==> src/rtl/swdh_pkg.sv <==
// shared types, codes and bit-pattern helpers for the swd host transfer engine
// no dependencies

package swdh_pkg;

  typedef logic [3:0] phase_t;

  localparam phase_t PH_IDLE  = 4'd0;
  localparam phase_t PH_REQ   = 4'd1;
  localparam phase_t PH_ACK   = 4'd2;
  localparam phase_t PH_RDATA = 4'd3;
  localparam phase_t PH_WTURN = 4'd4;
  localparam phase_t PH_WDATA = 4'd5;
  localparam phase_t PH_TURN  = 4'd6;
  localparam phase_t PH_TAIL  = 4'd7;
  localparam phase_t PH_CONN  = 4'd8;

  localparam logic [1:0] REQ_TICK  = 2'd0;
  localparam logic [1:0] REQ_XFER  = 2'd1;
  localparam logic [1:0] REQ_CONN  = 2'd2;
  localparam logic [1:0] REQ_RESET = 2'd3;

  localparam logic [1:0] STAT_OK     = 2'd0;
  localparam logic [1:0] STAT_WAIT   = 2'd1;
  localparam logic [1:0] STAT_FAULT  = 2'd2;
  localparam logic [1:0] STAT_PARITY = 2'd3;

  localparam logic [2:0] ACK_OK   = 3'd1;
  localparam logic [2:0] ACK_WAIT = 3'd2;

  localparam logic [15:0] SWITCH_SEQ = 16'hE79E;
  localparam logic [7:0]  REQ_LEN    = 8'd8;
  localparam logic [7:0]  ACK_LEN    = 8'd3;
  localparam logic [7:0]  IDLE_LEN   = 8'd8;
  localparam logic [7:0]  ONES_LEN   = 8'd56;
  localparam logic [7:0]  SEQ_LEN    = 8'd16;
  localparam logic [7:0]  DATA_LEN   = 8'd32;
  localparam logic [7:0]  TURN_LEN   = 8'd2;
  localparam logic [7:0]  SEQ_START  = IDLE_LEN + ONES_LEN;
  localparam logic [7:0]  ONES2_START = SEQ_START + SEQ_LEN;
  localparam logic [7:0]  TAIL_START = ONES2_START + ONES_LEN;
  localparam logic [7:0]  CONN_LEN   = TAIL_START + IDLE_LEN;

  localparam logic [7:0] MAX_ATTEMPTS_RST = 8'd16;

  typedef struct packed {
    phase_t      phase;
    logic [7:0]  slot;
    logic [32:0] shift;
    logic [2:0]  ack;
    logic [7:0]  attempts;
    logic [3:0]  req;
    logic [31:0] data;
    logic        reset_line;
    logic        line_state;
  } eng_state_t;

  typedef struct packed {
    logic [31:0] read_word;
    logic [2:0]  ack_bits;
    logic [1:0]  status;
    logic        done;
    logic        busy;
    logic        reset_drive_low;
    logic        line_drive_low;
    logic        clock_pulse;
  } eng_res_t;

  // request latch: bit0 apndp, bit1 rnw, bits 3:2 a3:a2
  function automatic logic [7:0] request_byte(input logic [3:0] req);
    logic par;
    par = ^req;
    return {1'b1, 1'b0, par, req[3], req[2], req[1], req[0], 1'b1};
  endfunction

  function automatic logic connect_bit(input logic [7:0] s);
    logic b;
    if (s < IDLE_LEN) begin
      b = 1'b0;
    end else if (s < SEQ_START) begin
      b = 1'b1;
    end else if (s < ONES2_START) begin
      b = SWITCH_SEQ[s[3:0]];
    end else if (s < TAIL_START) begin
      b = 1'b1;
    end else begin
      b = 1'b0;
    end
    return b;
  endfunction

endpackage

==> src/rtl/swdh_step.sv <==
// one bit-slot step of the swd sequencer: next state and result for one item
// depends on swdh_pkg

module swdh_step (
  input  swdh_pkg::eng_state_t cur,
  input  logic [1:0]           req_type,
  input  logic                 ap_not_dp,
  input  logic                 read_not_write,
  input  logic [1:0]           reg_select,
  input  logic [31:0]          write_word,
  input  logic                 line_sample,
  input  logic                 hold_reset,
  input  logic [7:0]           max_attempts,
  output swdh_pkg::eng_state_t nxt,
  output swdh_pkg::eng_res_t   res
);
  import swdh_pkg::*;

  logic [3:0]  ack_tmp;
  logic [7:0]  slot_inc;
  logic        clk_p;
  logic        done;
  logic [1:0]  status;
  logic [2:0]  ack_out;
  logic [31:0] rword;
  logic [7:0]  req_byte;

  assign ack_tmp  = {1'b0, cur.ack} | (4'(line_sample) << cur.slot[1:0]);
  assign slot_inc = cur.slot + 8'd1;
  assign req_byte = request_byte(cur.req);

  always_comb begin
    nxt     = cur;
    clk_p   = 1'b0;
    done    = 1'b0;
    status  = STAT_OK;
    ack_out = 3'd0;
    rword   = 32'd0;
    if (req_type != REQ_TICK) begin
      if (cur.phase == PH_IDLE) begin
        case (req_type)
          REQ_XFER: begin
            nxt.req      = {reg_select, read_not_write, ap_not_dp};
            nxt.data     = write_word;
            nxt.attempts = (max_attempts == 8'd0) ? 8'd1 : max_attempts;
            nxt.phase    = PH_REQ;
            nxt.slot     = 8'd0;
            nxt.ack      = 3'd0;
            nxt.shift    = 33'd0;
          end
          REQ_CONN: begin
            nxt.phase = PH_CONN;
            nxt.slot  = 8'd0;
          end
          REQ_RESET: nxt.reset_line = hold_reset;
          default: ;
        endcase
      end
    end else if (cur.phase != PH_IDLE) begin
      clk_p    = 1'b1;
      nxt.slot = slot_inc;
      unique case (cur.phase)
        PH_REQ: begin
          nxt.line_state = ~req_byte[cur.slot[2:0]];
          if (slot_inc >= REQ_LEN) begin
            nxt.phase = PH_ACK;
            nxt.slot  = 8'd0;
          end
        end
        PH_ACK: begin
          nxt.line_state = 1'b0;
          nxt.ack        = ack_tmp[2:0];
          if (slot_inc >= ACK_LEN) begin
            nxt.slot = 8'd0;
            if (ack_tmp[2:0] == ACK_OK) begin
              nxt.phase = cur.req[1] ? PH_RDATA : PH_WTURN;
            end else begin
              nxt.phase = PH_TURN;
            end
          end
        end
        PH_RDATA: begin
          nxt.line_state = 1'b0;
          nxt.shift      = cur.shift | (33'(line_sample) << cur.slot[5:0]);
          if (slot_inc >= DATA_LEN + 8'd1) begin
            nxt.phase = PH_TURN;
            nxt.slot  = 8'd0;
          end
        end
        PH_WTURN: begin
          nxt.line_state = 1'b0;
          if (slot_inc >= TURN_LEN) begin
            nxt.phase = PH_WDATA;
            nxt.slot  = 8'd0;
          end
        end
        PH_WDATA: begin
          nxt.line_state = (cur.slot < DATA_LEN) ? ~cur.data[cur.slot[4:0]] : ~(^cur.data);
          if (slot_inc >= DATA_LEN + 8'd1) begin
            nxt.phase = PH_TAIL;
            nxt.slot  = 8'd0;
          end
        end
        PH_TURN: begin
          nxt.line_state = 1'b0;
          if (slot_inc >= TURN_LEN) begin
            nxt.phase = PH_TAIL;
            nxt.slot  = 8'd0;
          end
        end
        PH_TAIL: begin
          nxt.line_state = 1'b1;
          if (slot_inc >= IDLE_LEN) begin
            if (cur.ack == ACK_WAIT && cur.attempts > 8'd1) begin
              nxt.attempts = cur.attempts - 8'd1;
              nxt.phase    = PH_REQ;
              nxt.slot     = 8'd0;
              nxt.ack      = 3'd0;
              nxt.shift    = 33'd0;
            end else begin
              nxt.phase = PH_IDLE;
              nxt.slot  = 8'd0;
              done      = 1'b1;
              ack_out   = cur.ack;
              if (cur.ack == ACK_OK) begin
                if (cur.req[1]) begin
                  if ((^cur.shift[31:0]) != cur.shift[32]) begin
                    status = STAT_PARITY;
                  end else begin
                    rword = cur.shift[31:0];
                  end
                end
              end else if (cur.ack == ACK_WAIT) begin
                status = STAT_WAIT;
              end else begin
                status = STAT_FAULT;
              end
            end
          end
        end
        PH_CONN: begin
          nxt.line_state = ~connect_bit(cur.slot);
          if (slot_inc >= CONN_LEN) begin
            nxt.phase = PH_IDLE;
            nxt.slot  = 8'd0;
            done      = 1'b1;
          end
        end
        default: begin
          nxt.phase = PH_IDLE;
          nxt.slot  = 8'd0;
          clk_p     = 1'b0;
        end
      endcase
    end
  end

  always_comb begin
    res.clock_pulse     = clk_p;
    res.line_drive_low  = nxt.line_state;
    res.reset_drive_low = nxt.reset_line;
    res.busy            = (nxt.phase != PH_IDLE);
    res.done            = done;
    res.status          = status;
    res.ack_bits        = ack_out;
    res.read_word       = rword;
  end

endmodule

==> src/rtl/swd_host_transfer_engine_unit.sv <==
// top level of the swd host transfer engine: sequencer state and result register
// depends on swdh_pkg and swdh_step
//
// usage: each input transfer is one item. in_tuser selects the kind: a tick
// (one SWCLK bit slot), start of a read/write transfer, start of the connect
// sequence, or a set of the NRST line. commands are ignored while a sequence
// runs. every item gives exactly one result on the out_ channel: whether the
// slot pulses SWCLK, the SWDIO and NRST levels to hold, busy, and on the last
// slot of a transfer or connect out_tlast with status, raw ack and read data.
// the result is valid in the cycle after its input; one item is taken every
// cycle unless a stalled result holds in_tready low, sequencer state and result
// register being the only stages. a transfer takes 21 to 54 ticks per attempt,
// connect 144 ticks. max_attempts is written via cfg_wr_en and cfg_wr_data;
// the user must write it only while idle, the block does not enforce this.
// reset (rst_n low, synchronous) returns the sequencer to idle with SWDIO and
// NRST released, max_attempts 16, no result pending. when the receiver stalls,
// the result is held and in_tready drops until it is taken; no item is lost.

module swd_host_transfer_engine_unit (
  input  logic        clk,
  input  logic        rst_n,
  input  logic        cfg_wr_en,
  input  logic [7:0]  cfg_wr_data,
  input  logic        in_tvalid,
  output logic        in_tready,
  // ap_not_dp, read_not_write, reg_select[1:0], write_word[31:0], line_sample,
  // hold_reset, zero pad
  input  logic [39:0] in_tdata,
  // req_type[1:0]
  input  logic [1:0]  in_tuser,
  output logic        out_tvalid,
  input  logic        out_tready,
  // clock_pulse, line_drive_low, reset_drive_low, busy_res, status[1:0],
  // ack_bits[2:0], read_word[31:0], zero pad
  output logic [47:0] out_tdata,
  // done_res
  output logic        out_tlast
);
  import swdh_pkg::*;

  eng_state_t state_r;
  eng_state_t state_nxt;
  eng_res_t   res_r;
  eng_res_t   res_nxt;
  logic       out_valid_r;
  logic [7:0] max_att_r;
  logic       in_fire;

  assign in_tready = ~out_valid_r | out_tready;
  assign in_fire   = in_tvalid & in_tready;

  swdh_step u_step (
    .cur            (state_r),
    .req_type       (in_tuser),
    .ap_not_dp      (in_tdata[0]),
    .read_not_write (in_tdata[1]),
    .reg_select     (in_tdata[3:2]),
    .write_word     (in_tdata[35:4]),
    .line_sample    (in_tdata[36]),
    .hold_reset     (in_tdata[37]),
    .max_attempts   (max_att_r),
    .nxt            (state_nxt),
    .res            (res_nxt)
  );

  always_ff @(posedge clk) begin
    if (!rst_n) begin
      max_att_r <= MAX_ATTEMPTS_RST;
    end else if (cfg_wr_en) begin
      max_att_r <= cfg_wr_data;
    end
  end

  always_ff @(posedge clk) begin
    if (!rst_n) begin
      state_r     <= '0;
      out_valid_r <= 1'b0;
    end else begin
      if (in_fire) begin
        state_r     <= state_nxt;
        out_valid_r <= 1'b1;
      end else if (out_tready) begin
        out_valid_r <= 1'b0;
      end
    end
  end

  always_ff @(posedge clk) begin
    if (in_fire) begin
      res_r <= res_nxt;
    end
  end

  assign out_tvalid = out_valid_r;
  assign out_tlast  = res_r.done;
  assign out_tdata  = {7'd0, res_r.read_word, res_r.ack_bits, res_r.status, res_r.busy,
                       res_r.reset_drive_low, res_r.line_drive_low, res_r.clock_pulse};

endmodule

==> config.mk <==
export PLATFORM = sky130hd
export DESIGN_NAME = swd_host_transfer_engine_unit
export DESIGN_NICKNAME = d
export VERILOG_FILES = /design/src/rtl/swdh_pkg.sv /design/src/rtl/swdh_step.sv /design/src/rtl/swd_host_transfer_engine_unit.sv
export SDC_FILE = /design/constraint.sdc
export NUM_CORES = 1
export LEC_CHECK = 0
export BUFFER_PORTS_ARGS = -buffer_cell sky130_fd_sc_hd__buf_2
export CORE_MARGIN = 2
export CORE_UTILIZATION = 60
export CTS_BUF_LIST = sky130_fd_sc_hd__clkbuf_8
export CTS_CLUSTER_DIAMETER = 120
export DETAILED_ROUTE_END_ITERATION = 10
export GPL_ROUTABILITY_DRIVEN = 0
export GPL_TIMING_DRIVEN = 0
export PLACE_DENSITY_LB_ADDON = 0.1
export SLEW_MARGIN = 20
export SYNTH_ARGS = -nofsm -noshare
export SYNTH_HDL_FRONTEND = slang
export SYNTH_SLANG_ARGS = --single-unit
==> constraint.sdc <==
create_clock -name clk -period 8.5 [get_ports clk]
set_input_delay 1.7 -clock clk [delete_from_list [all_inputs] [get_ports clk]]
set_output_delay 1.7 -clock clk [all_outputs]
set_load 0.1 [all_outputs]
Yosys cells after proc, flatten, opt, wreduce, memory -nomap -nowiden --
Memories as Yosys holds them, arrays and structs flattened. A register that Yosys moved wholly into a read port is not among the register bits. Index checks and enable logic that the tools add are counted.
Word-level totals: bits in registers 145, bits in read-only memories 16, input bits 55, memories 1, logic and storage cells 151
Cells by class: add/sub/neg operators 2, eq/ne operators 20, order comparisons 14, shift-type cells 2, bitwise logic cells 14, multiplexer cells 53, reductions and logical operators 26
Memories:
- (name not given) | depth 16, width 1, rd ports 1, clocked after memory_dff 1, write ports 0, line swdh_pkg.sv:83 | b = SWITCH_SEQ[s[3:0]];
Operators by type and width (count):
- two-way mux 56 bit | 3
- one-hot mux 12 bit (8 select lines) | 1
- two-way mux 93 bit | 1
- two-way mux 12 bit | 7
- two-way mux 80 bit | 1
- one-hot mux 33 bit (2 select lines) | 1
- XOR reduction 32 bit | 2
- two-way mux 44 bit | 1
- bitwise OR 33 bit | 1
- left shift 1 x 6 -> 33 bit | 1
- one-hot mux 12 bit (2 select lines) | 1
- two-way mux 1 bit | 21
- AND reduction 7 bit | 3
- == test 4 x 3 -> 1 bit (second input constant) | 4
- greater-or-equal comparator 8 x 2 -> 1 bit (second input constant) | 2
- less-than comparator 8 x 7 -> 1 bit (second input constant) | 2
- two-way mux 8 bit | 2
- OR reduction 8 bit | 2
- two-way mux 4 bit | 3
- nonzero test 2 bit | 6
- inverter 1 bit | 10
- two-way mux 9 bit | 1
- adder 8 x 1 -> 8 bit (second input constant) | 1
- == test 4 x 2 -> 1 bit (second input constant) | 2
- 42 further kinds | 52

Logic depth before layout (Yosys ltp) --
depth in word-level cells 12, gate-level depth with buffers 14

By module --
A second synthesis with hierarchy kept.
Second synthesis, totals: cell total of the unflattened synthesis 1096, area, all modules 9101.2 um^2
By module, submodules not included:
- swd_host_transfer_engine_unit | area an instance 5370.2 um^2, cells an instance 489, times used 1, sequential area each 3323.2 um^2
- swdh_step | area an instance 3731.1 um^2, cells an instance 607, times used 1, sequential area each 0.0 um^2

Least setup slack after synthesis --
Ideal clock, no wire load.
kind input to register, from in out_tready, to reg state_r[10] (netlist bit), buffers on the path 2, stages on the path 8, required time 8.378 ns, data arrival time 5.157 ns, path slack 3.221 ns, cells stage by stage nand2b_1 -> nand2_1 -> inv_1 -> clkbuf_1 -> nand3_1 -> clkbuf_1 -> nand2_1 -> a21boi_0
Between the ends: cells in the longest elaborated chain, start to end 3
RTL lines:
- start, declared | line swd_host_transfer_engine_unit.sv:32 | input logic out_tready,
- bitwise OR 1 bit | line swd_host_transfer_engine_unit.sv:49 | assign in_tready = ~out_valid_r | out_tready;
- bitwise AND 1 bit | line swd_host_transfer_engine_unit.sv:50 | assign in_fire = in_tvalid & in_tready;
- via in_fire | line swd_host_transfer_engine_unit.sv:47 | logic in_fire;
- AND reduction 4 bit (no source line)
- end signal, assigned | line swd_host_transfer_engine_unit.sv:80 | state_r <= state_nxt;
- end, declared | line swd_host_transfer_engine_unit.sv:41 | eng_state_t state_r;
The timed path passes the listed nets, and every way through them passes these cells. A chain may end at the register's enable or synchronous reset.

Worst setup path in the final report --
from in out_tready, to out in_tready
Between the ends: cells in the longest elaborated chain, start to end 1
RTL lines:
- bitwise OR 1 bit | line swd_host_transfer_engine_unit.sv:49
- end, declared | line swd_host_transfer_engine_unit.sv:25 | output logic in_tready,
Every way passes these cells.

==> flow_metrics.tcl <==
set metrics [dict create \
    status "completed" \
    post-route-period-util_pct 47.6 \
    numCtsBuffers 17 \
    htreeDepth 4 \
    grt_usage_pct 26.7 \
    p_clk_share_pct 36.1 \
    p_switching_mw 0.452 \
    nets 1003 \
    cp_max_fo 4 \
    p_int_mw 1.08 \
    wl_per_cell_um 15.4 \
    hold_viol 0 \
    crit_path_end_kind "primary output" \
    synth-edff-count 42 \
    synth_area_leader_cell "dfxtp_1" \
    arrival_ns 2.35 \
    die_width_um 117 \
    grt_pass1_wl_mm 28.3 \
    core_um2 12500 \
    num_antenna_cells 0 \
    clk_path_buf_depth 2 \
    antenna_left 0 \
    grt_max_degree 35 \
    drtIter0Drc 571 \
    fin_hold_ws_ns 0.494 \
    pwr-share-seq_pct 48.6 \
    drc 0 \
    clk_latency_ns 0.46 \
    cts_repair_resize_count 0 \
    cp_cell_sequence "buf_2, nand2b_1, buf_2" \
    cts_root_buf "clkbuf_8" \
    placedCellCount 1087 \
    grt_pass1_vias 5954 \
    initial_utilization_pct 60.9 \
    num_rows 41 \
    maxSlewHeadroom_pct 57.0 \
    synth_seq_cells 146 \
    syn_inst 813 \
    layout.cells.non_filler 1119 \
    fillers 1020 \
    path_clk_slew_ns 0.07 \
    critical_path.max_stage_delay_ns 0.44 \
    dieArea_um2 13600 \
    cp_common_cell "buf_2" \
    dp_hpwl_mm 13.0 \
    globalRoute.totalOverflow 0 \
    fin_skew_ns 0.0100 \
    cts-hold-fix-buffers 0 \
    cts.sinks 146 \
    cts_tree "yes" \
    ys_warn_count 0 \
    powerDensity_nw_per_um2 176 \
    drive_above_1_share_pct 18.8 \
    routed_wirelength_mm 17.2 \
    tns_ns 0 \
    cts_setup_buffers 0 \
    antenna_found_initial 0 \
    synth_seq_area_share_pct 43.9 \
    critical_path_required_ns 6.80 \
    final_cell_mix "buf_2 (104), dfxtp_1 (104), nand2_1 (103), nor2_1 (69), xnor2_1 (63)" \
    clock.fmax_mhz 247 \
    via_count 6327 \
    setup_viol 0 \
    crit_family "buffers and inverters" \
    start_kind "input port" \
    worstMarginPinSlew_ns 0.643 \
    p_sw_share_pct 29.4 \
    crit_buf_inv 2 \
    final_core_util_pct 70.0 \
    async_reset_ff_share_pct 0 \
    hp-class "register to register" \
    crit_type "input port to primary output" \
    slowest_stage "buf_2" \
    p_leak_nw 3.42 \
    synth.distinct_cells 74 \
    synth_area_um2 7620 \
    power_frac_comb_pct 15.3 \
    ys.flop_type "dfxtp_1" \
    postSynthAreaPerCell_um2 9.38 \
    syn_to_final_growth_pct 14.9 \
    drv_cap 0 \
    die_h_um 117 \
    synth_top_area_share_pct 27.3 \
    drt-pass1-iter-count 5 \
    vias_per_cell 5.65 \
    min_period_ns 4.05 \
    boundaryPins 106 \
    slew_viol_final 0 \
    synth.area.top_cells "dfxtp_1 (27%), edfxtp_1 (17%), xnor2_1 (7.2%)" \
    irDropWorstVdd_v 0.000101 \
    port_buffers 95 \
    rsz0062_at_grt "false" \
]
sequential cells by signal, indices dropped and copies added (netlist names), named ones only:
| register | count |
|---|---|
| out_tdata | 41 |
| state_r | 94 |
| out_tlast | 1 |
| out_tvalid | 1 |
| max_att_r | 8 |
power by group through the flow:
| stage | clock, mW | sequential [mW] | combinational (mW) |
|---|---|---|---|
| floorplan | 0 | 0.840 | 0.107 |
| global placement | 0 | 0.763 | 0.229 |
| detailed placement | 0 | 0.764 | 0.234 |
| CTS | 0.560 | 0.747 | 0.235 |
| global route | 0.590 | 0.750 | 0.251 |
| finish | 0.554 | 0.747 | 0.235 |
worst paths after layout:
check | from | slack, ns | cells after the start | endpoint
setup / recovery | out_tready | 4.45 | 3 | in_tready
hold / removal | state_r[29] | 0.49 | 2 | state_r[29]
setup reg to reg | state_r[92] | 4.83 | 12 | register
hold reg to reg | state_r[29] | 0.49 | 2 | state_r[29]
per-stage QoR:
stage | power, mW | instance area [um2] | setup WS (ns)
final | 1.54 | 8760 | 4.45
after detailed placement | 0.998 | 8360 | 4.03
after global routing | 1.59 | 8760 | 4.24
after CTS | 1.54 | 8760 | 4.45
after global placement | 0.992 | 8340 | 3.13
after floorplan | 0.947 | 7640 | 3.22
Yosys cell counts (4+ instances only):
cell	n
ha_1	14
nand3_1	18
nor3b_1	7
o21ai_0	20
nand2b_1	8
xnor2_1	63
buf_2	9
inv_1	16
o211ai_1	6
dfxtp_1	104
clkbuf_1	33
a21boi_0	39
edfxtp_1	42
and3_1	10
mux4_2	10
a21oi_1	28
and2_1	44
buf_4	12
a221oi_1	5
a21o_1	4
xor2_1	10
a31oi_1	22
nor3_1	12
o21a_1	6
nor2b_1	14
nor2_1	69
mux2i_1	13
or3_1	4
nand2_1	103
layer usage:
metal	GRT usage, %	share of wire, %
met3	6.18	6.2
met5	0	0
met4	10.1	2.1
met2	47.7	52
met1	31.0	40
area by class of cell:
cell class                      count  area [um2]  area share [%]
Buffer                             57         280            3.20
Clock buffer                       17         234            2.67
Clock inverter                     15         168            1.91
Inverter                           16        60.1           0.686
Multi-Input combinational cell    600        3960            45.2
Sequential cell                   146        3340            38.2
Tap cell                          172         215            2.46
Timing Repair Buffer               96         495            5.66
kinds of logic (layout without fill, tap and decap cells):
group | Yosys count | in the layout | synth area share (%)
buffers and inverters | 73 | 201 | 4.45
AOI/OAI and AO/OA | 167 | 167 | 15.5
xor gates and xnor gates | 73 | 73 | 8.39
muxes | 25 | 25 | 4.96
other | 1 | 7 | 0.0492
and+or+nand+nor | 314 | 314 | 20.5
DFF | 146 | 146 | 43.9
adders and majority gates | 14 | 14 | 2.30
worst register-to-register path: stages, from the launching register on:
cell,delay [ns]
dfxtp_1,0.31
buf_2,0.18
nor3_2,0.44
nand2b_1,0.10
clkbuf_1,0.20
ha_1,0.34
or4b_1,0.53
clkbuf_1,0.26
nor4b_1,0.51
o21ai_0,0.17
ha_1,0.26
mux2i_1,0.15
o2111a_1,0.18
Power figures use the tool's default switching activity.
